<file path="config.mk">
export PLATFORM = sky130hd
export DESIGN_NAME = shm_queue
export DESIGN_NICKNAME = d
export VERILOG_FILES = /design/src/shm_pkg.sv /design/src/shm_queue.sv
export SDC_FILE = /design/constraint.sdc
export NUM_CORES = 1
export LEC_CHECK = 0
export BUFFER_PORTS_ARGS = -buffer_cell sky130_fd_sc_hd__buf_2
export CAP_MARGIN = 30
export CORE_ASPECT_RATIO = 1.2
export CORE_MARGIN = 2
export CORE_UTILIZATION = 30
export CTS_CLUSTER_DIAMETER = 200
export CTS_CLUSTER_SIZE = 30
export DETAILED_ROUTE_END_ITERATION = 8
export PLACE_DENSITY = 0.55
export SLEW_MARGIN = 20
export SYNTH_ARGS = -nofsm -noshare
export SYNTH_HDL_FRONTEND = slang
export SYNTH_SLANG_ARGS = --single-unit
</file>
<file path="constraint.sdc">
create_clock -name i_clk -period 6 [get_ports i_clk]
set_input_delay 1.2 -clock i_clk [delete_from_list [all_inputs] [get_ports i_clk]]
set_output_delay 1.2 -clock i_clk [all_outputs]
set_load 0.1 [all_outputs]
</file>
<file path="src/shm_pkg.sv">
// Shared types and constants of the scaled histogram block.
// Used by every module of the block but shm_ram; depends on nothing else.
`default_nettype none

package shm_pkg;

    // Action codes carried in the command word.
    localparam logic [1:0] ACT_ADD   = 2'd0;
    localparam logic [1:0] ACT_READ  = 2'd1;
    localparam logic [1:0] ACT_CLEAR = 2'd2;

    // Configuration register indexes, taken from paddr[2].
    localparam logic REG_SCALE = 1'b0;
    localparam logic REG_BINS  = 1'b1;

    // Reset values of the configuration registers.
    localparam logic [7:0]  SCALE_RESET = 8'd1;
    localparam logic [10:0] BINS_RESET  = 11'd1024;

    // Depth of the queue between the front and the back.
    localparam int QUEUE_DEPTH = 2;

    typedef struct packed {
        logic [1:0]  action;
        logic [15:0] sample;
        logic [9:0]  bin_index;
    } t_cmd;

    typedef struct packed {
        logic [31:0] bin_value;
        logic [47:0] total_sum;
        logic [63:0] total_sum_squares;
        logic [31:0] sample_count;
        logic [31:0] overflow_count;
    } t_result;

    typedef enum logic [1:0] {
        OP_ADD,
        OP_READ,
        OP_CLEAR,
        OP_NOP
    } t_op;

    // One classified word as it waits in the queue. The address is wide enough
    // for the largest supported store; flag is the overflow mark of an add or
    // the out-of-range mark of a read.
    typedef struct packed {
        t_op         op;
        logic [15:0] addr;
        logic        flag;
        logic [15:0] sample;
        logic [31:0] square;
    } t_entry;

endpackage

`default_nettype wire

</file>
<file path="src/shm_queue.sv">
// Short first-in first-out queue of classified words between front and back.
// Depends on shm_pkg for the entry type and the queue depth.
`default_nettype none

module shm_queue (
    input  wire logic           i_clk,
    input  wire logic           i_rst_n,
    input  wire logic           i_push,
    input  wire shm_pkg::t_entry i_entry,
    input  wire logic           i_pop,
    output shm_pkg::t_entry     o_entry,
    output logic                o_valid,
    output logic                o_full
);

    localparam int PW = $clog2(shm_pkg::QUEUE_DEPTH);
    localparam int CW = $clog2(shm_pkg::QUEUE_DEPTH + 1);

    shm_pkg::t_entry r_slot [shm_pkg::QUEUE_DEPTH];
    logic [PW-1:0] r_wp, n_wp;
    logic [PW-1:0] r_rp, n_rp;
    logic [CW-1:0] r_cnt, n_cnt;

    always_comb begin
        n_wp  = r_wp;
        n_rp  = r_rp;
        n_cnt = r_cnt;
        if (i_push) begin
            n_wp = (32'(r_wp) == shm_pkg::QUEUE_DEPTH - 1) ? '0 : r_wp + PW'(1);
        end
        if (i_pop) begin
            n_rp = (32'(r_rp) == shm_pkg::QUEUE_DEPTH - 1) ? '0 : r_rp + PW'(1);
        end
        if (i_push && !i_pop) begin
            n_cnt = r_cnt + CW'(1);
        end else if (i_pop && !i_push) begin
            n_cnt = r_cnt - CW'(1);
        end
    end

    always_ff @(posedge i_clk) begin
        if (!i_rst_n) begin
            r_wp  <= '0;
            r_rp  <= '0;
            r_cnt <= '0;
        end else begin
            r_wp  <= n_wp;
            r_rp  <= n_rp;
            r_cnt <= n_cnt;
        end
    end

    always_ff @(posedge i_clk) begin
        if (i_push) begin
            r_slot[r_wp] <= i_entry;
        end
    end

    assign o_entry = r_slot[r_rp];
    assign o_valid = (r_cnt != '0);
    assign o_full  = (32'(r_cnt) == shm_pkg::QUEUE_DEPTH);

endmodule

`default_nettype wire

</file>
# Yosys cells after proc, flatten, opt, wreduce, memory -nomap -nowiden
# Memories as Yosys holds them, arrays and structs flattened. A register that Yosys moved wholly into a read port is not among the register bits.
# Index checks and enable logic that the tools add are counted.
word_totals:
  n_memories: 1
  wordCells: 23
  out_inout_bits: 69
  ram_bits: 134
  regBits: 4
classes:
  addsub: 4
  reduce_logical: 6
  eq_ne: 1
  mux: 8
memory_table:
  columns: ["memory", "words", "word_bits", "rd", "rd_clocked_by_memory_dff", "write_ports", "line", "rtl"]
  rows:
  - ["r_slot", 2, 67, 1, 1, 1, "shm_queue.sv:19", "shm_pkg::t_entry r_slot [shm_pkg::QUEUE_DEPTH];"]
op_table:
  columns: ["operator", "n"]
  rows:
  - ["$mux W1", 6]
  - ["$mux W2", 2]
  - ["$reduce_bool A2 Y1", 2]
  - ["$add A1 B1 Y1 const B", 2]
  - ["$add A2 B1 Y2 const B", 1]
  - ["$eq A2 B2 Y1 const B", 1]
  - ["$logic_and A1 B1 Y1", 2]
  - ["$logic_not A1 Y1", 2]
  - ["$sub A2 B1 Y2 const B", 1]

# Longest topological paths before layout
logic_depth:
  word_depth: 4
  ltp_mapped: 5
  mapped_depth_nobuf: 5

# Worst setup path after synthesis
# Ideal clock, no wire load.
synth_timing:
  kind: "input to register"
  startpoint: "in i_push"
  endpoint: "mem r_slot[0][0] in the netlist's numbering, enable pin"
  arrival_ns: 4.174
  stages: 1
  path_slack_ns: 1.325
  path_buffers: 0
  path_cell_list: "nor2b_1"
synth_between:
  elab_chain_len: 2
synth_rtl:
  columns: ["item", "line", "rtl"]
  rows:
  - ["from (decl)", "shm_queue.sv:8", "input wire logic i_push,"]
  - ["$mux W1", "shm_queue.sv:54", "if (i_push) begin"]
  - ["$mux W1 (not written as such)", "shm_queue.sv:55", "r_slot[r_wp] <= i_entry;"]
  - ["to (decl)", "shm_queue.sv:19", null]
# No other way between the ends.

==> impl_results.html <==
<table>
<tr><th>Metric</th><th>Value</th></tr>
<tr><th colspan="2">Yosys</th></tr>
<tr><td>Commonest cells post-synth</td><td>edfxtp_1, mux2_2, mux2_4</td></tr>
<tr><td>Yosys synthesis warning count</td><td>0</td></tr>
<tr><td>Flip-flop and latch count after synthesis</td><td>139</td></tr>
<tr><td>Post-synth design cell area</td><td>0.005169 mm²</td></tr>
<tr><td>Fraction of registers with async set or reset after synthesis</td><td>0%</td></tr>
<tr><td>Most common cell in the netlist</td><td>edfxtp_1</td></tr>
<tr><td>Number of enable-type register cells in the synthesized netlist</td><td>~130</td></tr>
<tr><td>Unique cell type count in the Yosys netlist</td><td>19</td></tr>
<tr><td>Area share of the largest cell type after synthesis</td><td>77.85%</td></tr>
<tr><td>Synthesized Nets</td><td>approximately 300</td></tr>
<tr><td>Top cell type by total area after synthesis</td><td>edfxtp_1</td></tr>
<tr><td>Largest cells by area after synthesis</td><td>edfxtp_1, mux2_4, mux2_2, dfxtp_1, buf_6</td></tr>
<tr><td>Sequential area share after synthesis</td><td>79.79%</td></tr>
<tr><td>Gate Count Post-Synth</td><td>230</td></tr>
<tr><td>Commonest register cell after synthesis</td><td>edfxtp_1</td></tr>
<tr><td>Average cell area after synthesis</td><td>between 20 and 25 µm²</td></tr>
<tr><th colspan="2">Timing</th></tr>
<tr><td>Upper clock frequency limit</td><td>roughly 0.30 GHz</td></tr>
<tr><td>Slew Limit Headroom</td><td>47.52%</td></tr>
<tr><td>Setup TNS</td><td>0 ns</td></tr>
<tr><td>Final setup violating endpoints</td><td>0</td></tr>
<tr><td>Final hold violation count</td><td>0</td></tr>
<tr><td>Number of slew-limit violations in the final report</td><td>0</td></tr>
<tr><td>Min Hold Slack</td><td>a little over 0.5 ns</td></tr>
<tr><td>Actual slew at the worst max-slew pin</td><td>roughly 0.79 ns</td></tr>
<tr><td>Time the final worst path needs with I/O delays and setup</td><td>around 3.4 ns</td></tr>
<tr><td>Setup skew after layout</td><td>between 0.01 and 0.015 ns</td></tr>
<tr><td>Period utilisation layout</td><td>roughly 56%</td></tr>
<tr><td>RSZ-0062 raised after global routing</td><td>false</td></tr>
<tr><th colspan="2">Cells and area</th></tr>
<tr><td>Layout area overhead</td><td>31.13%</td></tr>
<tr><td>Total of fill cells in the finished design</td><td>1537</td></tr>
<tr><td>Antenna cells</td><td>0</td></tr>
<tr><td>Layout net count</td><td>about 460</td></tr>
<tr><td>Area of all placed cells without fillers</td><td>between 0.006 and 0.007 mm²</td></tr>
<tr><td>Fraction of final layout cells sized beyond drive strength 1</td><td>roughly three fifths</td></tr>
<tr><td>Area used by multi-input combinational logic</td><td>about 990 µm²</td></tr>
<tr><td>Total area of sequential cells</td><td>0.004128 mm²</td></tr>
<tr><td>Final cell count without fillers</td><td>613</td></tr>
<tr><th colspan="2">Critical path</th></tr>
<tr><td>CP Cell Sequence</td><td>buf_16 -&gt; mux2_2 -&gt; buf_2</td></tr>
<tr><td>Crit path arrival time</td><td>about 2.2 ns</td></tr>
<tr><td>Largest incremental delay on the critical path</td><td>0.71 ns</td></tr>
<tr><td>R2r endpoint</td><td>r_slot[0][50]$_DFFE_PP_</td></tr>
<tr><td>Number of cells on the worst reg-to-reg path</td><td>2</td></tr>
<tr><td>Slowest cell on the critical path</td><td>dfxtp_4</td></tr>
<tr><td>Register-to-register setup slack</td><td>about 4.0 ns</td></tr>
<tr><td>WS Path Type</td><td>register to output pin</td></tr>
<tr><td>Required @ worst endpoint</td><td>~4.8 ns</td></tr>
<tr><td>Crit path to</td><td>o_entry[1]</td></tr>
<tr><td>Critical Path Fanout Max</td><td>37</td></tr>
<tr><td>Element type at the critical path end</td><td>output pin</td></tr>
<tr><td>Reg2Reg Launch Point</td><td>r_wp$_SDFFE_PN0P_</td></tr>
<tr><td>Nature of the critical path startpoint</td><td>register</td></tr>
<tr><th colspan="2">CTS</th></tr>
<tr><td>Clock root buffer master</td><td>clkbuf_16</td></tr>
<tr><td># hold bufs at CTS</td><td>0</td></tr>
<tr><td>Clock Path Buffers</td><td>2</td></tr>
<tr><td>Reg clk slew, reported paths</td><td>approximately 0.060 ns</td></tr>
<tr><td>Number of buffers created by CTS</td><td>17</td></tr>
<tr><td>H-Tree Level Count</td><td>4</td></tr>
<tr><td>CTS tree</td><td>built</td></tr>
<tr><td>Number of setup buffers added after CTS</td><td>0</td></tr>
<tr><td>Clock Latency Late Sink</td><td>between 0.4 and 0.5 ns</td></tr>
<tr><td>Number of gates resized after CTS</td><td>0</td></tr>
<tr><td>TritonCTS Sinks</td><td>139</td></tr>
<tr><th colspan="2">Drt</th></tr>
<tr><td>First-pass iteration count of the detailed router</td><td>4</td></tr>
<tr><td>Routed wire length per instance</td><td>approximately 15 µm</td></tr>
<tr><td>Total vias in the final route</td><td>~2600</td></tr>
<tr><td>Routed length on met2</td><td>approximately 4600 µm</td></tr>
<tr><td>Top Metal Used</td><td>met4</td></tr>
<tr><td>WL final</td><td>just over 9000 µm</td></tr>
<tr><td>Detailed Route Iter0 Violations</td><td>between 80 and 90</td></tr>
<tr><td>Total DRC errors in the routed layout</td><td>0</td></tr>
<tr><td>Average vias per placed instance</td><td>4.271</td></tr>
<tr><td>Detail Route Antenna Nets</td><td>0</td></tr>
<tr><td>Met1 wire length</td><td>approximately 3800 µm</td></tr>
<tr><td>Routed length on met3</td><td>751 µm</td></tr>
<tr><th colspan="2">Pwr</th></tr>
<tr><td>Power, Total</td><td>2795 µW</td></tr>
<tr><td>Highest ir drop seen on vdd</td><td>0.1580 mV</td></tr>
<tr><td>Power per standard cell area</td><td>slightly above 400 mW/mm²</td></tr>
<tr><td>Leak Pwr</td><td>about 0.0026 µW</td></tr>
<tr><th colspan="2">Die</th></tr>
<tr><td>Vert. Die Dim</td><td>about 150 µm</td></tr>
<tr><td>Placeable core region</td><td>~0.017 mm²</td></tr>
<tr><td>Die Area</td><td>between 0.015 and 0.02 mm²</td></tr>
<tr><td>Standard-cell rows</td><td>52</td></tr>
<tr><td>Starting density of the core</td><td>30.67%</td></tr>
<tr><td>Number of ports placed on the die boundary</td><td>between 100 and 150</td></tr>
<tr><td>Die width</td><td>roughly 120 µm</td></tr>
<tr><th colspan="2">Placed design</th></tr>
<tr><td>Placed Cells incl. Taps</td><td>slightly below 600</td></tr>
<tr><td>Detail Placement HPWL</td><td>between 6000 and 7000 µm</td></tr>
<tr><td>Total of buffers placed on input and output ports</td><td>139</td></tr>
<tr><td>Placer congestion estimate</td><td>a little over 0.6</td></tr>
<tr><td>Cell area after placement</td><td>roughly 0.0062 mm²</td></tr>
<tr><th colspan="2">Global route</th></tr>
<tr><td>Aggregate global routing overflow</td><td>0</td></tr>
<tr><td>Wire length of the first global-routing pass</td><td>14150 µm</td></tr>
<tr><td>Global Route Usage Sum</td><td>10.63%</td></tr>
<tr><td>Initial antenna violation count</td><td>0</td></tr>
<tr><td>Vias in the first global route</td><td>roughly 2900</td></tr>
<tr><td>Maximum number of pins on one net before global-route repair</td><td>50</td></tr>
<tr><th colspan="2">Min path</th></tr>
<tr><td>Hold path startpoint</td><td>r_cnt[1]$_SDFFE_PN0P_</td></tr>
<tr><td>Hold WC Path Type</td><td>register to register</td></tr>
<tr><th colspan="2">Outcome</th></tr>
<tr><td>Status</td><td>finished clean</td></tr>
<tr><th colspan="2">Run</th></tr>
<tr><td>Max-cap viol count</td><td>0</td></tr>
</table>
logic make-up after synthesis:
kind of cell	Yosys count	share of synthesized area [%]
DFF	139	79.79
AOI/OAI and AO/OA	3	0.3873
xor gates and xnor gates	3	0.5084
muxes	67	16.78
buffers and inverters	8	1.162
adders and majority gates	1	0.2420
and+or+nand+nor	9	1.138
through the flow:
stage          utilization [%]  setup WS, ns
6_report                 40.22         2.643
5_1_grt                  40.22         2.539
4_1_cts                  40.22         2.576
3_5_place_dp             36.52         2.881
3_3_place_gp             36.20         2.880
2_1_floorplan                -         1.325
power breakdown:
group | switching, µW | total [µW] | internal [µW]
clock network | 395 | 1090 | 697
registers | 23.3 | 1140 | 1120
logic | 438 | 558 | 120
state kept, by name, summed over array words and instances (netlist names), named ones only:
signal / cells
r_rp: 1
r_cnt: 2
r_wp: 1
r_slot: 134
worst min path at each step:
| stage | end | slack (ns) | depth (start not counted) |
|---|---|---|---|
| floorplan | r_cnt[1]$_SDFFE_PN0P_ | 0.46 | 2 |
| global placement | r_cnt[1]$_SDFFE_PN0P_ | 0.49 | 2 |
| detailed placement | r_cnt[1]$_SDFFE_PN0P_ | 0.51 | 2 |
| CTS | r_cnt[1]$_SDFFE_PN0P_ | 0.52 | 2 |
| global route | r_cnt[1]$_SDFFE_PN0P_ | 0.55 | 2 |
| finish | r_cnt[1]$_SDFFE_PN0P_ | 0.51 | 2 |
worst max-delay path, delay by kind of cell (launching register included):
kind / cells / cell delay [ns]
flops: 1 / 0.71
mux: 1 / 0.38
buf+inv: 2 / 0.59
layout make-up:
type                    instances  area share (%)
inverters                       1         0.05538
repair buffers                142           11.19
clock buffers                  18           6.332
flip-flops and latches        139           60.90
well taps                     216           3.987
clock inverters                14           2.861
multi-input cells              83           14.68
layout by cell type, fill, tap and decap left out, drive strengths merged:
master,n
clkbuf,18
mux2,67
o21a,1
bufinv,4
or3,1
o21ai,1
ha,1
xnor2,1
nor2b,2
buf,142
inv,4
xor2,2
edfxtp,134
a21boi,1
and2b,1
and2,4
or2,1
dfxtp,5
clkinv,3
clkinvlp,4
per-layer routing:
metal	global-route usage (%)	vias up
met5	0	-
met2	17.34	107
met4	5.625	0
li1	-	1221
met3	4.707	16
met1	11.52	1274
Note: power is estimated with default switching activity, not from simulation.
