<file path="config.mk">
export PLATFORM = sky130hd
export DESIGN_NAME = shm_front
export DESIGN_NICKNAME = d
export VERILOG_FILES = /design/src/shm_pkg.sv /design/src/shm_front.sv
export SDC_FILE = /design/constraint.sdc
export NUM_CORES = 1
export LEC_CHECK = 0
export BUFFER_PORTS_ARGS = -buffer_cell sky130_fd_sc_hd__buf_4
export CAP_MARGIN = 20
export CORE_AREA = 2 2 201 203
export CTS_BUF_LIST = sky130_fd_sc_hd__clkbuf_4
export DETAILED_ROUTE_END_ITERATION = 10
export DIE_AREA = 0 0 203 205
export PLACE_DENSITY = 0.59
export SYNTH_ARGS = -nofsm -noshare
export SYNTH_HDL_FRONTEND = slang
export SYNTH_SLANG_ARGS = --single-unit
</file>
<file path="constraint.sdc">
create_clock -name i_clk -period 5.85 [get_ports i_clk]
set_input_delay 0 -clock i_clk [delete_from_list [all_inputs] [get_ports i_clk]]
set_output_delay 0 -clock i_clk [all_outputs]
set_load 0.01 [all_outputs]
</file>
<file path="src/shm_pkg.sv">
// Shared types and constants of the scaled histogram block.
// Used by every module of the block but shm_ram; depends on nothing else.
`default_nettype none

package shm_pkg;

    // Action codes carried in the command word.
    localparam logic [1:0] ACT_ADD   = 2'd0;
    localparam logic [1:0] ACT_READ  = 2'd1;
    localparam logic [1:0] ACT_CLEAR = 2'd2;

    // Configuration register indexes, taken from paddr[2].
    localparam logic REG_SCALE = 1'b0;
    localparam logic REG_BINS  = 1'b1;

    // Reset values of the configuration registers.
    localparam logic [7:0]  SCALE_RESET = 8'd1;
    localparam logic [10:0] BINS_RESET  = 11'd1024;

    // Depth of the queue between the front and the back.
    localparam int QUEUE_DEPTH = 2;

    typedef struct packed {
        logic [1:0]  action;
        logic [15:0] sample;
        logic [9:0]  bin_index;
    } t_cmd;

    typedef struct packed {
        logic [31:0] bin_value;
        logic [47:0] total_sum;
        logic [63:0] total_sum_squares;
        logic [31:0] sample_count;
        logic [31:0] overflow_count;
    } t_result;

    typedef enum logic [1:0] {
        OP_ADD,
        OP_READ,
        OP_CLEAR,
        OP_NOP
    } t_op;

    // One classified word as it waits in the queue. The address is wide enough
    // for the largest supported store; flag is the overflow mark of an add or
    // the out-of-range mark of a read.
    typedef struct packed {
        t_op         op;
        logic [15:0] addr;
        logic        flag;
        logic [15:0] sample;
        logic [31:0] square;
    } t_entry;

endpackage

`default_nettype wire

</file>
<file path="src/shm_front.sv">
// Front part: configuration registers, command acceptance and classification.
// Depends on shm_pkg for the command and queue entry types.
`default_nettype none

module shm_front #(
    parameter int BINS        = 1024,
    parameter int SAMPLE_BITS = 16
) (
    input  wire logic            i_clk,
    input  wire logic            i_rst_n,
    input  wire logic            psel,
    input  wire logic            penable,
    input  wire logic            pwrite,
    input  wire logic [2:0]      paddr,
    input  wire logic [31:0]     pwdata,
    output logic      [31:0]     prdata,
    output logic                 pready,
    input  wire logic            i_start,
    input  wire shm_pkg::t_cmd   i_cmd,
    input  wire logic            i_busy,
    output logic                 o_push,
    output shm_pkg::t_entry      o_entry
);

    localparam int NW  = $clog2(BINS + 1);
    localparam int SW  = (SAMPLE_BITS < 16) ? SAMPLE_BITS : 16;
    localparam int PW  = SW + 8;
    localparam int SQW = 2 * SW;

    logic [7:0]  r_scale;
    logic [10:0] r_bin_count;

    logic [NW-1:0]  act_n;
    logic [NW-1:0]  last_bin;
    logic [SW-1:0]  smp;
    logic [PW-1:0]  prod;
    logic [SQW-1:0] sq;
    logic           ovf;
    logic           rd_zero;

    // Configuration registers; the write completes in the access cycle.
    always_ff @(posedge i_clk) begin
        if (!i_rst_n) begin
            r_scale     <= shm_pkg::SCALE_RESET;
            r_bin_count <= shm_pkg::BINS_RESET;
        end else if (psel && penable && pwrite) begin
            unique case (paddr[2])
                shm_pkg::REG_SCALE: r_scale     <= pwdata[7:0];
                shm_pkg::REG_BINS:  r_bin_count <= pwdata[10:0];
            endcase
        end
    end

    always_comb begin
        unique case (paddr[2])
            shm_pkg::REG_SCALE: prdata = {24'd0, r_scale};
            shm_pkg::REG_BINS:  prdata = {21'd0, r_bin_count};
        endcase
    end

    assign pready = 1'b1;

    // Active bin count, clamped into one to BINS.
    always_comb begin
        if (r_bin_count == '0) begin
            act_n = NW'(1);
        end else if (32'(r_bin_count) > 32'(BINS)) begin
            act_n = NW'(BINS);
        end else begin
            act_n = NW'(r_bin_count);
        end
    end

    assign last_bin = act_n - NW'(1);
    assign smp      = i_cmd.sample[SW-1:0];
    assign prod     = PW'(smp) * PW'(r_scale);
    assign sq       = SQW'(smp) * SQW'(smp);
    assign ovf      = 32'(prod) >= 32'(act_n);
    assign rd_zero  = 32'(i_cmd.bin_index) >= 32'(act_n);

    always_comb begin
        o_entry.sample = 16'(smp);
        o_entry.square = 32'(sq);
        o_entry.addr   = '0;
        o_entry.flag   = 1'b0;
        unique case (i_cmd.action)
            shm_pkg::ACT_ADD: begin
                o_entry.op   = shm_pkg::OP_ADD;
                o_entry.flag = ovf;
                o_entry.addr = ovf ? 16'(last_bin) : 16'(prod);
            end
            shm_pkg::ACT_READ: begin
                o_entry.op   = shm_pkg::OP_READ;
                o_entry.flag = rd_zero;
                o_entry.addr = 16'(i_cmd.bin_index);
            end
            shm_pkg::ACT_CLEAR: begin
                o_entry.op = shm_pkg::OP_CLEAR;
            end
            default: begin
                o_entry.op = shm_pkg::OP_NOP;
            end
        endcase
    end

    assign o_push = i_start && !i_busy;

endmodule

`default_nettype wire

</file>
### Word level (Yosys, flattened, before mapping)

Cells that the tools add are included.

| storage, ports and cells | value |
|---|---|
| logic and storage cells | 25 |
| input bits | 70 |
| bits in writable memories | 0 |
| memories | 0 |
| bits in latches | 0 |
| register bits after elaboration | 19 |
| output and inout bits | 101 |
| bits in read-only memories | 0 |

| cells by class | value |
|---|---|
| multiply operators | 2 |
| reductions and logical operators | 8 |
| div/mod/pow operators | 0 |
| bitwise operators | 1 |
| add/sub/neg operators | 1 |
| equality and inequality tests | 2 |
| mux-type cells | 6 |
| order comparisons | 3 |
| shift operators | 0 |

Operators with widths:

| kind | count |
|---|---|
| 32-bit case mux with 2 select lines | 1 |
| 17-bit case mux with 2 select lines | 1 |
| 16-bit by 16-bit multiplier with 32-bit output | 1 |
| 24-bit by 11-bit greater-or-equal comparator with 1-bit output | 1 |
| 16-bit by 8-bit multiplier with 24-bit output | 1 |
| 11-bit 2-to-1 mux | 2 |
| 16-bit 2-to-1 mux | 1 |
| 10-bit by 11-bit greater-or-equal comparator with 1-bit output | 1 |
| 11-bit greater-than comparator (second input constant) | 1 |
| 11-bit logical NOT | 1 |
| 11-bit by 1-bit subtractor with 11-bit output (second input constant) | 1 |
| 2-bit case mux with 3 select lines | 1 |
| 2-bit AND reduction | 2 |
| 1-bit logical AND | 3 |
| 2-bit by 1-bit == test with 1-bit output (second input constant) | 1 |
| 2-bit == test (second input constant) | 1 |
| 2-bit logical NOT | 1 |
| 1-bit logical NOT | 1 |
| 1-bit NOT | 1 |

### Longest topological paths before layout

Gate-level depths: netlist of run 1.

| depth | value |
|---|---|
| depth after elaboration | 6 |
| mapped depth | 26 |
| gate-level depth less buffers | 24 |

### Worst setup path before layout of run 1

No wires, ideal clock.

| path | value |
|---|---|
| path kind | in2out |
| start | in i_cmd[22] in the netlist's numbering |
| end | out o_entry[31] in the netlist's numbering |
| arrival | 6.282 ns |
| data required time | 5.850 ns |
| path buffers | 2 |
| stages on the path | 21 |
| setup slack | -0.432 ns |
| cell sequence | clkbuf_1 > clkbuf_1 > nand2_1 > fa_1 > inv_1 > fa_1 > inv_1 > fa_1 > fa_1 > fa_1 > fa_1 > inv_1 > ha_1 > and3_1 > a221o_1 > a21oi_1 > o211a_1 > a21oi_1 > a311oi_1 > mux2i_1 > a2111oi_0 |

RTL lines:

| what | line | source |
|---|---|---|
| start: declaration | shm_front.sv:19 | `input wire shm_pkg::t_cmd i_cmd,` |
| end: declaration | shm_front.sv:22 | `output shm_pkg::t_entry o_entry` |

==> metrics.sh, run 1 <==
STATUS='finished with violations'
FAILED_CHECKS='negative hold slack, negative setup slack'
GRT_START_MAX_NET_PINS=22
DRC=0
HOLDPATHEND='r_scale[3]$_SDFFE_PN0P_'
DIE_WIDTH_UM=203
CP_MAX_FO=6
HOLD_PATH_DEPTH=2
FLOP_AND_LATCH_COUNT_OUT_OF_SYNTHESIS=19
PLACE_INST=2323
SYN_AREA_MM2=0.0136
CELLINTERNALPOWER_mW=4.80
DETAIL-ROUTE-ANTENNA-NETS=0
LAYOUT.NETS=2333
WL_MET3_UM=1190
SYNTH_SEQ_AREA_SHARE=0.0279
CLOCK_SINKS=19
TOTAL_LEAKAGE_POWER_nW=8.77
LAYOUT.CELLS.NON_FILLER=2373
FINAL.SETUP_SKEW_NS=0
SETUP.WORST_PATH.START_CLASS='register'
DRT_FIRST_PASS_ITERS=5
ACHIEVABLE-FREQUENCY_MHz=160
TOP_LAYER_USED='met4'
DETAIL_ROUTE.ITER0.VIOLATIONS=452
ASYNC_RESET_FF_FRAC=0
VIAS=11200
HPWLAFTERDP_UM=29300
DETAILROUTE.WIRELENGTH.MET2_UM=17400
CTS_MADE_BUFFERS=3
DETAIL_ROUTE.WIRELENGTH.MET1_UM=15900
LAYOUT_COMMON_CELLS='sky130_fd_sc_hd__inv_1 (336), sky130_fd_sc_hd__buf_4 (253), sky130_fd_sc_hd__fa_1 (238), sky130_fd_sc_hd__ha_1 (152), sky130_fd_sc_hd__nand2_1 (151)'
POST-LAYOUT-TOTAL-POWER_mW=9.35
OVERALL_TRACK_DEMAND_OVER_CAPACITY_IN_GLOBAL_ROUTING=0.169
SYNTHESIS.AREA_PER_INSTANCE_UM2=8.41
ENDPOINT_TYPE_OF_THE_WORST_SETUP_PATH='output pin'
MIN_PERIOD_OVER_PERIOD=1.07
TIMING.FINAL.WS_SETUP_NS=-0.382
DIE_HEIGHT_UM=205
GLOBALPLACE.CONGESTION=0.887
CORE_AREA_MM2=0.0394
FF2FF_PATH_DEPTH=3
LAYOUT.CELLS.MOST_COMMON='sky130_fd_sc_hd__inv_1'
GRT_SETUP_UNREPAIRED='yes'
CTS.PATH.MAX_BUFFERS=2
CTS.HTREE.LEVELS=1
CLOCK_TREE.ROOT_CELL='sky130_fd_sc_hd__clkbuf_4'
PATH_CLASS='reg -> out'
FINALHOLDVIOLCOUNT=1
FINAL_NUMBER_OF_SETUP_VIOLATING_ENDPOINTS=12
WORST_SLEW_PIN_SLEW_NS=0.757
GRT_FIRST_PASS_WIRELENGTH_UM=57600
FIRST_GLOBAL_VIAS=11800
WORST_EP_ARRIVAL_TIME_NS=6.23
POWER_FRAC_CLOCK=0.008
YOSYS_SYNTHESIS_WARNING_COUNT=0
POWER.SWITCHING_mW=4.56
CP_DATA_REQUIRED_TIME_NS=5.85
GLOBAL_ROUTE.OVERFLOW_TOTAL=0
WORST_SLEW_MARGIN_REL=0.493
PIN_COUNT=171
AVERAGE_DETAILED_ROUTED_WIRE_LENGTH_PER_INSTANCE_UM=14.8
NUMBER_OF_ANTENNA_DIODES=0
FINALHOLDWORSTSLACK_NS=-0.00220
COMBPWRFRAC=0.977
SYNTH_TOP_FLOP_CELL='sky130_fd_sc_hd__dfxtp_1'
CLK_PIN_SLEW_WORST_PATHS_NS=0.15
FIN_CRIT_NS=6.23
HOLDCRITPATHCLASS='in -> reg'
MAXCAPVIOLCOUNT=0
LAYOUT_CELL_SHARE_WITH_DRIVE_STRENGTH_BEYOND_1=0.233
POWER.SWITCHING_FRACTION=0.487
CRIT-REG2REG-CAPTURE='r_bin_count[10]$_SDFFE_PN1P_'
POWER.DENSITY_CELL_AREA_mW_PER_MM2=552
PLACEMENTROWS=73
CLK-INSERTION-DELAY-LATE_NS=0.30
PLACEMENT.IO_BUFFERS=119
VDD.IR_DROP.WORST_mV=0.702
SYN-INSTANCE-COUNT=1620
R2R-START='r_bin_count[10]$_SDFFE_PN1P_'
INITIAL_UTILIZATION=0.346
AVGVIACOUNTPERCELL=4.72
NUMBER_OF_UNIQUE_STANDARD_CELL_TYPES_USED_BY_SYNTHESIS=61
SYN_TO_FINAL_GROWTH_PCT=24.4
FINAL_MAX_SLEW_VIOL_COUNT=0
HP-START='i_rst_n'
AREA_OF_THE_DIE_MM2=0.0416
SYNTH_ENABLE_FLOP_CELLS=0
WORST_REG2REG_SETUP_SLACK_NS=4.09
WL_UM=35200
SEQUENTIALPOWERSHARE=0.015
GRT_ANTENNA_BEFORE_REPAIR=0
CLOCK_TREE_FROM_TRITONCTS='yes'
how the worst max path moves through the flow:
stage / depth (start not counted) / from / slack [ns] / endpoint
6_report: 23 / r_scale[4]$_SDFFE_PN0P_ / -0.38 / o_entry[55]
5_1_grt: 23 / r_scale[4]$_SDFFE_PN0P_ / -0.67 / o_entry[55]
4_1_cts: 24 / r_scale[4]$_SDFFE_PN0P_ / -0.23 / o_entry[49]
2_1_floorplan: 23 / r_scale[5]$_SDFFE_PN0P_ / 0.02 / o_entry[51]
3_5_place_dp: 23 / r_scale[6]$_SDFFE_PN0P_ / -0.44 / o_entry[53]
3_3_place_gp: 22 / r_scale[6]$_SDFFE_PN0P_ / -0.30 / o_entry[51]
cell usage after synthesis (3+ instances only):
cell type,number,area (um2)
sky130_fd_sc_hd__buf_1,3,11.3
sky130_fd_sc_hd__o21bai_1,8,60.1
sky130_fd_sc_hd__nor2_1,62,233
sky130_fd_sc_hd__nand2_1,163,612
sky130_fd_sc_hd__a211oi_1,10,75.1
sky130_fd_sc_hd__nand2b_1,12,75.1
sky130_fd_sc_hd__o31ai_1,3,22.5
sky130_fd_sc_hd__a21boi_0,20,150
sky130_fd_sc_hd__xnor2_1,36,315
sky130_fd_sc_hd__nor4_1,8,50.1
sky130_fd_sc_hd__ha_1,165,2060
sky130_fd_sc_hd__and2_1,155,970
sky130_fd_sc_hd__buf_4,45,338
sky130_fd_sc_hd__o21a_1,6,45.0
sky130_fd_sc_hd__and3_1,8,50.1
sky130_fd_sc_hd__fa_1,249,4980
sky130_fd_sc_hd__nor2b_1,12,75.1
sky130_fd_sc_hd__o211ai_1,5,37.5
sky130_fd_sc_hd__or2_2,6,37.5
sky130_fd_sc_hd__inv_1,355,1330
sky130_fd_sc_hd__nand3_1,16,80.1
sky130_fd_sc_hd__a221o_1,11,110
sky130_fd_sc_hd__dfxtp_1,19,380
sky130_fd_sc_hd__nand4_1,6,37.5
sky130_fd_sc_hd__mux2i_1,4,40.0
sky130_fd_sc_hd__nor3_1,14,70.1
sky130_fd_sc_hd__clkbuf_1,54,203
sky130_fd_sc_hd__a31oi_1,6,37.5
sky130_fd_sc_hd__a21o_1,21,158
sky130_fd_sc_hd__or3_1,4,25.0
sky130_fd_sc_hd__xor2_1,18,158
sky130_fd_sc_hd__o21ai_0,28,140
sky130_fd_sc_hd__mux2_2,9,101
sky130_fd_sc_hd__a21oi_1,42,210
per-layer routing:
layer,track usage,vias to the layer above
met5,0,-
li1,-,5390
met1,0.233,5549
met4,0.0323,0
met3,0.00811,38
met2,0.298,225
final cells by class:
cell class              instances  area, um2
fillers                      3896      22400
inverters                     355       1340
repair buffers                302       2510
multi-input cells            1168      12000
well taps                     525        657
clock buffers                   3       22.5
flip-flops and latches         19        400
clock inverters                 1       5.00
power groups by stage:
stage	sequential (mW)	clock, mW	combinational (mW)
2_1_floorplan	0.138	0	4.81
3_3_place_gp	0.141	0	8.09
3_5_place_dp	0.141	0	8.19
4_1_cts	0.137	0.0768	8.65
5_1_grt	0.137	0.0836	10.2
6_report	0.137	0.0773	9.14
cells by family after synthesis:
group,after synthesis,synth area share
and+or+nand+nor,476,0.176
buffers and inverters,460,0.140
adders and majority gates,414,0.517
AOI/OAI and AO/OA,182,0.0935
xor gates and xnor gates,54,0.0347
DFF,19,0.0279
muxes,13,0.0104
other,2,0.000551
worst max-delay path: stages, from the launching register on:
cell and delay (ns):
sky130_fd_sc_hd__dfxtp_2 0.37, sky130_fd_sc_hd__buf_12 0.13, sky130_fd_sc_hd__buf_4 0.14, sky130_fd_sc_hd__and2_4 0.13, sky130_fd_sc_hd__fa_1 0.55, sky130_fd_sc_hd__fa_1 0.44, sky130_fd_sc_hd__fa_1 0.53, sky130_fd_sc_hd__inv_1 0.06
sky130_fd_sc_hd__fa_1 0.53, sky130_fd_sc_hd__inv_2 0.06, sky130_fd_sc_hd__ha_4 0.17, sky130_fd_sc_hd__a2111oi_4 0.37, sky130_fd_sc_hd__o31ai_4 0.15, sky130_fd_sc_hd__nand2_2 0.10, sky130_fd_sc_hd__xnor2_2 0.08, sky130_fd_sc_hd__ha_2 0.19
sky130_fd_sc_hd__a221o_1 0.28, sky130_fd_sc_hd__nor4_2 0.26, sky130_fd_sc_hd__o2111ai_1 0.17, sky130_fd_sc_hd__nor4_2 0.32, sky130_fd_sc_hd__and4_4 0.33, sky130_fd_sc_hd__nand2_4 0.09, sky130_fd_sc_hd__a221o_1 0.33, sky130_fd_sc_hd__buf_6 0.13
state kept, by name, indices dropped and copies added (netlist names):
name,flops
r_bin_count,11
r_scale,8
what timing repair did:
item	4_1_cts	5_1_grt
resized for setup	118	67
pin swaps	84	61
buffers inserted	18	18
hold buffers	13	0
endpoints found under the setup margin	23	21
gates cloned	2	0
hold endpoints to repair	15	0
per-stage QoR:
step / worst slack, ns / util / setup TNS [ns] / hold slack, ns / cell area [um2]
6_report: -0.382 / 0.431 / -4.14 / -0.00220 / 17000
3_5_place_dp: -0.436 / 0.401 / -6.81 / 0.237 / 15800
2_1_floorplan: 0.0224 / - / 0 / 0.0464 / 13800
5_1_grt: -0.668 / 0.431 / -8.48 / 0.00829 / 17000
3_3_place_gp: -0.303 / 0.401 / -4.41 / 0.233 / 15800
4_1_cts: -0.232 / 0.422 / -1.78 / 0.00913 / 16600
(Power assumes the default switching activity.)
==> inputs of run 2 (changes only) <==
Settings changed: CORE_AREA 2 2 201 203 to 2 2 172 174, DIE_AREA 0 0 203 205 to 0 0 174 176, PLACE_DENSITY 0.59 to 0.75.
==> metrics.sh, run 2 (synthesized netlist as in run 1, its figures left out) <==
CTS.HTREE.LEVELS=1
TIMING.FINAL.WS_SETUP_NS=-0.189
GRT_FIRST_PASS_WIRELENGTH_UM=57300
FINAL.SETUP_SKEW_NS=0
PATH_CLASS='reg -> out'
CLOCK_TREE_FROM_TRITONCTS='yes'
DRC=0
DRT_FIRST_PASS_ITERS=5
LAYOUT_CELL_SHARE_WITH_DRIVE_STRENGTH_BEYOND_1=0.230
GRT_SETUP_UNREPAIRED='yes'
AVGVIACOUNTPERCELL=5.17
CLK-INSERTION-DELAY-LATE_NS=0.30
CLOCK_TREE.ROOT_CELL='sky130_fd_sc_hd__clkbuf_4'
FINALHOLDWORSTSLACK_NS=0.00952
HOLDCRITPATHCLASS='in -> reg'
WORST_EP_ARRIVAL_TIME_NS=6.04
HPWLAFTERDP_UM=28500
FILLCELLCOUNT=2505
REGISTER_AREA_UM2=400
FINAL_MAX_SLEW_VIOL_COUNT=0
DIE_HEIGHT_UM=176
VIAS=11500
GRT_START_MAX_NET_PINS=24
CTS_MADE_BUFFERS=3
SETUP.WORST_PATH.START_CLASS='register'
ACHIEVABLE-FREQUENCY_MHz=166
LAYOUT.CELL_AREA.NON_FILLER_MM2=0.0167
WL_UM=34500
FINAL_NUMBER_OF_SETUP_VIOLATING_ENDPOINTS=13
FAILED_CHECKS='negative setup slack'
NUMBER_OF_ANTENNA_DIODES=0
DP_WORST_SETUP_SLACK_NS=-0.422
PLACEMENTROWS=62
CLOCK_SINKS=19
DETAIL-ROUTE-ANTENNA-NETS=0
LAYOUT.CELLS.NON_FILLER=2217
LAYOUT_COMMON_CELLS='sky130_fd_sc_hd__inv_1 (338), sky130_fd_sc_hd__fa_1 (238), sky130_fd_sc_hd__buf_4 (229), sky130_fd_sc_hd__ha_1 (153), sky130_fd_sc_hd__nand2_1 (148)'
PLACE_INST=2171
DIE_WIDTH_UM=174
MULTI_INPUT_COMB_AREA_MM2=0.0121
DETAIL_ROUTE.ITER0.VIOLATIONS=651
PLACEMENT.IO_BUFFERS=119
MIN_PERIOD_OVER_PERIOD=1.03
LAYOUT.NETS=2318
WORST_SLEW_MARGIN_REL=0.522
TOTAL_LEAKAGE_POWER_nW=8.69
AREA_OF_THE_DIE_MM2=0.0306
CORE_AREA_MM2=0.0285
LARGEST_REGISTER_FFS=11
INITIAL_UTILIZATION=0.477
MAXCAPVIOLCOUNT=0
POWER.DENSITY_CELL_AREA_mW_PER_MM2=538
OVERALL_TRACK_DEMAND_OVER_CAPACITY_IN_GLOBAL_ROUTING=0.227
LAYOUT.CELLS.MOST_COMMON='sky130_fd_sc_hd__inv_1'
CP_MAX_FO=6
FIRST_GLOBAL_VIAS=12100
PIN_COUNT=171
CTS.PATH.MAX_BUFFERS=2
SYN_TO_FINAL_GROWTH_PCT=22.5
CP_DATA_REQUIRED_TIME_NS=5.85
POSTPLACECELLAREA_MM2=0.0155
WORST_SLEW_PIN_SLEW_NS=0.715
VDD.IR_DROP.WORST_mV=0.739
ENDPOINT_TYPE_OF_THE_WORST_SETUP_PATH='output pin'
GLOBALPLACE.CONGESTION=0.943
FINALHOLDVIOLCOUNT=0
GRT_ANTENNA_BEFORE_REPAIR=0
FIN_CRIT_NS=6.04
CLK_PIN_SLEW_WORST_PATHS_NS=0.13
AVERAGE_DETAILED_ROUTED_WIRE_LENGTH_PER_INSTANCE_UM=15.6
GLOBAL_ROUTE.OVERFLOW_TOTAL=0
STATUS='finished with violations'
TOP_REGISTER_BY_NUMBER_OF_FLIP_FLOPS='r_bin_count'
BIGGEST_REGISTERS_AFTER_LAYOUT='r_bin_count: 11 flops, r_scale: 8 flops'
TNS_NS=-1.76
## run 2: per-stage QoR
step	total power, mW	utilization
2_1_floorplan	4.95	-
3_3_place_gp	7.93	0.543
3_5_place_dp	8.13	0.543
4_1_cts	8.54	0.569
5_1_grt	9.94	0.585
6_report	8.98	0.585
## run 2: repair_timing
action | in CTS | in global routing
hold buffers | 13 | 0
gates resized for setup | 101 | 109
hold endpoints to repair | 14 | 0
setup endpoints to repair | 18 | 22
setup buffers | 17 | 11
pin swaps | 66 | 73
gates cloned | 1 | 1
## run 2: area by class of cell
| class | count | share of cell area |
|---|---|---|
| well taps | 384 | 0.0288 |
| clock buffers | 3 | 0.00135 |
| flip-flops and latches | 19 | 0.0240 |
| inverters | 355 | 0.0798 |
| repair buffers | 287 | 0.144 |
| clock inverters | 1 | 0.000300 |
| multi-input cells | 1168 | 0.722 |
## run 2: where the power goes
part           internal (mW)  leakage, nW  switching [mW]
combinational           4.45         8.52            4.32
sequential             0.131        0.158         0.00571
clock                 0.0256       0.0177          0.0466
## run 2: path summary, 6_finish.rpt
kind / from / endpoint / slack, ns / cells past startpoint
setup / recovery: r_scale[7]$_SDFFE_PN0P_ / o_entry[53] / -0.19 / 23
setup reg to reg: r_bin_count[10]$_SDFFE_PN1P_ / r_bin_count[10]$_SDFFE_PN1P_ / 4.09 / 3
hold / removal: i_rst_n / r_scale[2]$_SDFFE_PN0P_ / 0.01 / 2
hold reg to reg: r_bin_count[0]$_SDFFE_PN0P_ / r_bin_count[0]$_SDFFE_PN0P_ / 0.51 / 2
## run 2: layer usage
layer | vias to the layer above | GRT usage | wire, um
met4 | 0 | 0.0504 | 740
met5 | - | 0 | 0
li1 | 5361 | - | -
met2 | 326 | 0.414 | 17800
met3 | 53 | 0.0198 | 1700
met1 | 5721 | 0.295 | 14300
## run 2: worst max-delay path, cell delays in order (launching register included)
cell and delay [ns]:
sky130_fd_sc_hd__dfxtp_4 0.41, sky130_fd_sc_hd__nand2_2 0.06, sky130_fd_sc_hd__fa_1 0.48, sky130_fd_sc_hd__fa_1 0.57, sky130_fd_sc_hd__inv_2 0.04, sky130_fd_sc_hd__fa_1 0.48
sky130_fd_sc_hd__inv_1 0.05, sky130_fd_sc_hd__fa_1 0.49, sky130_fd_sc_hd__inv_2 0.04, sky130_fd_sc_hd__ha_4 0.24, sky130_fd_sc_hd__a2111oi_4 0.42, sky130_fd_sc_hd__o31ai_4 0.14
sky130_fd_sc_hd__nand2_2 0.10, sky130_fd_sc_hd__xnor2_2 0.13, sky130_fd_sc_hd__ha_2 0.31, sky130_fd_sc_hd__nand4_1 0.11, sky130_fd_sc_hd__o22ai_2 0.11, sky130_fd_sc_hd__nor4_2 0.15
sky130_fd_sc_hd__o2111ai_1 0.17, sky130_fd_sc_hd__nor4_2 0.30, sky130_fd_sc_hd__and4_4 0.34, sky130_fd_sc_hd__nand2_4 0.09, sky130_fd_sc_hd__a221o_1 0.35, sky130_fd_sc_hd__buf_6 0.13
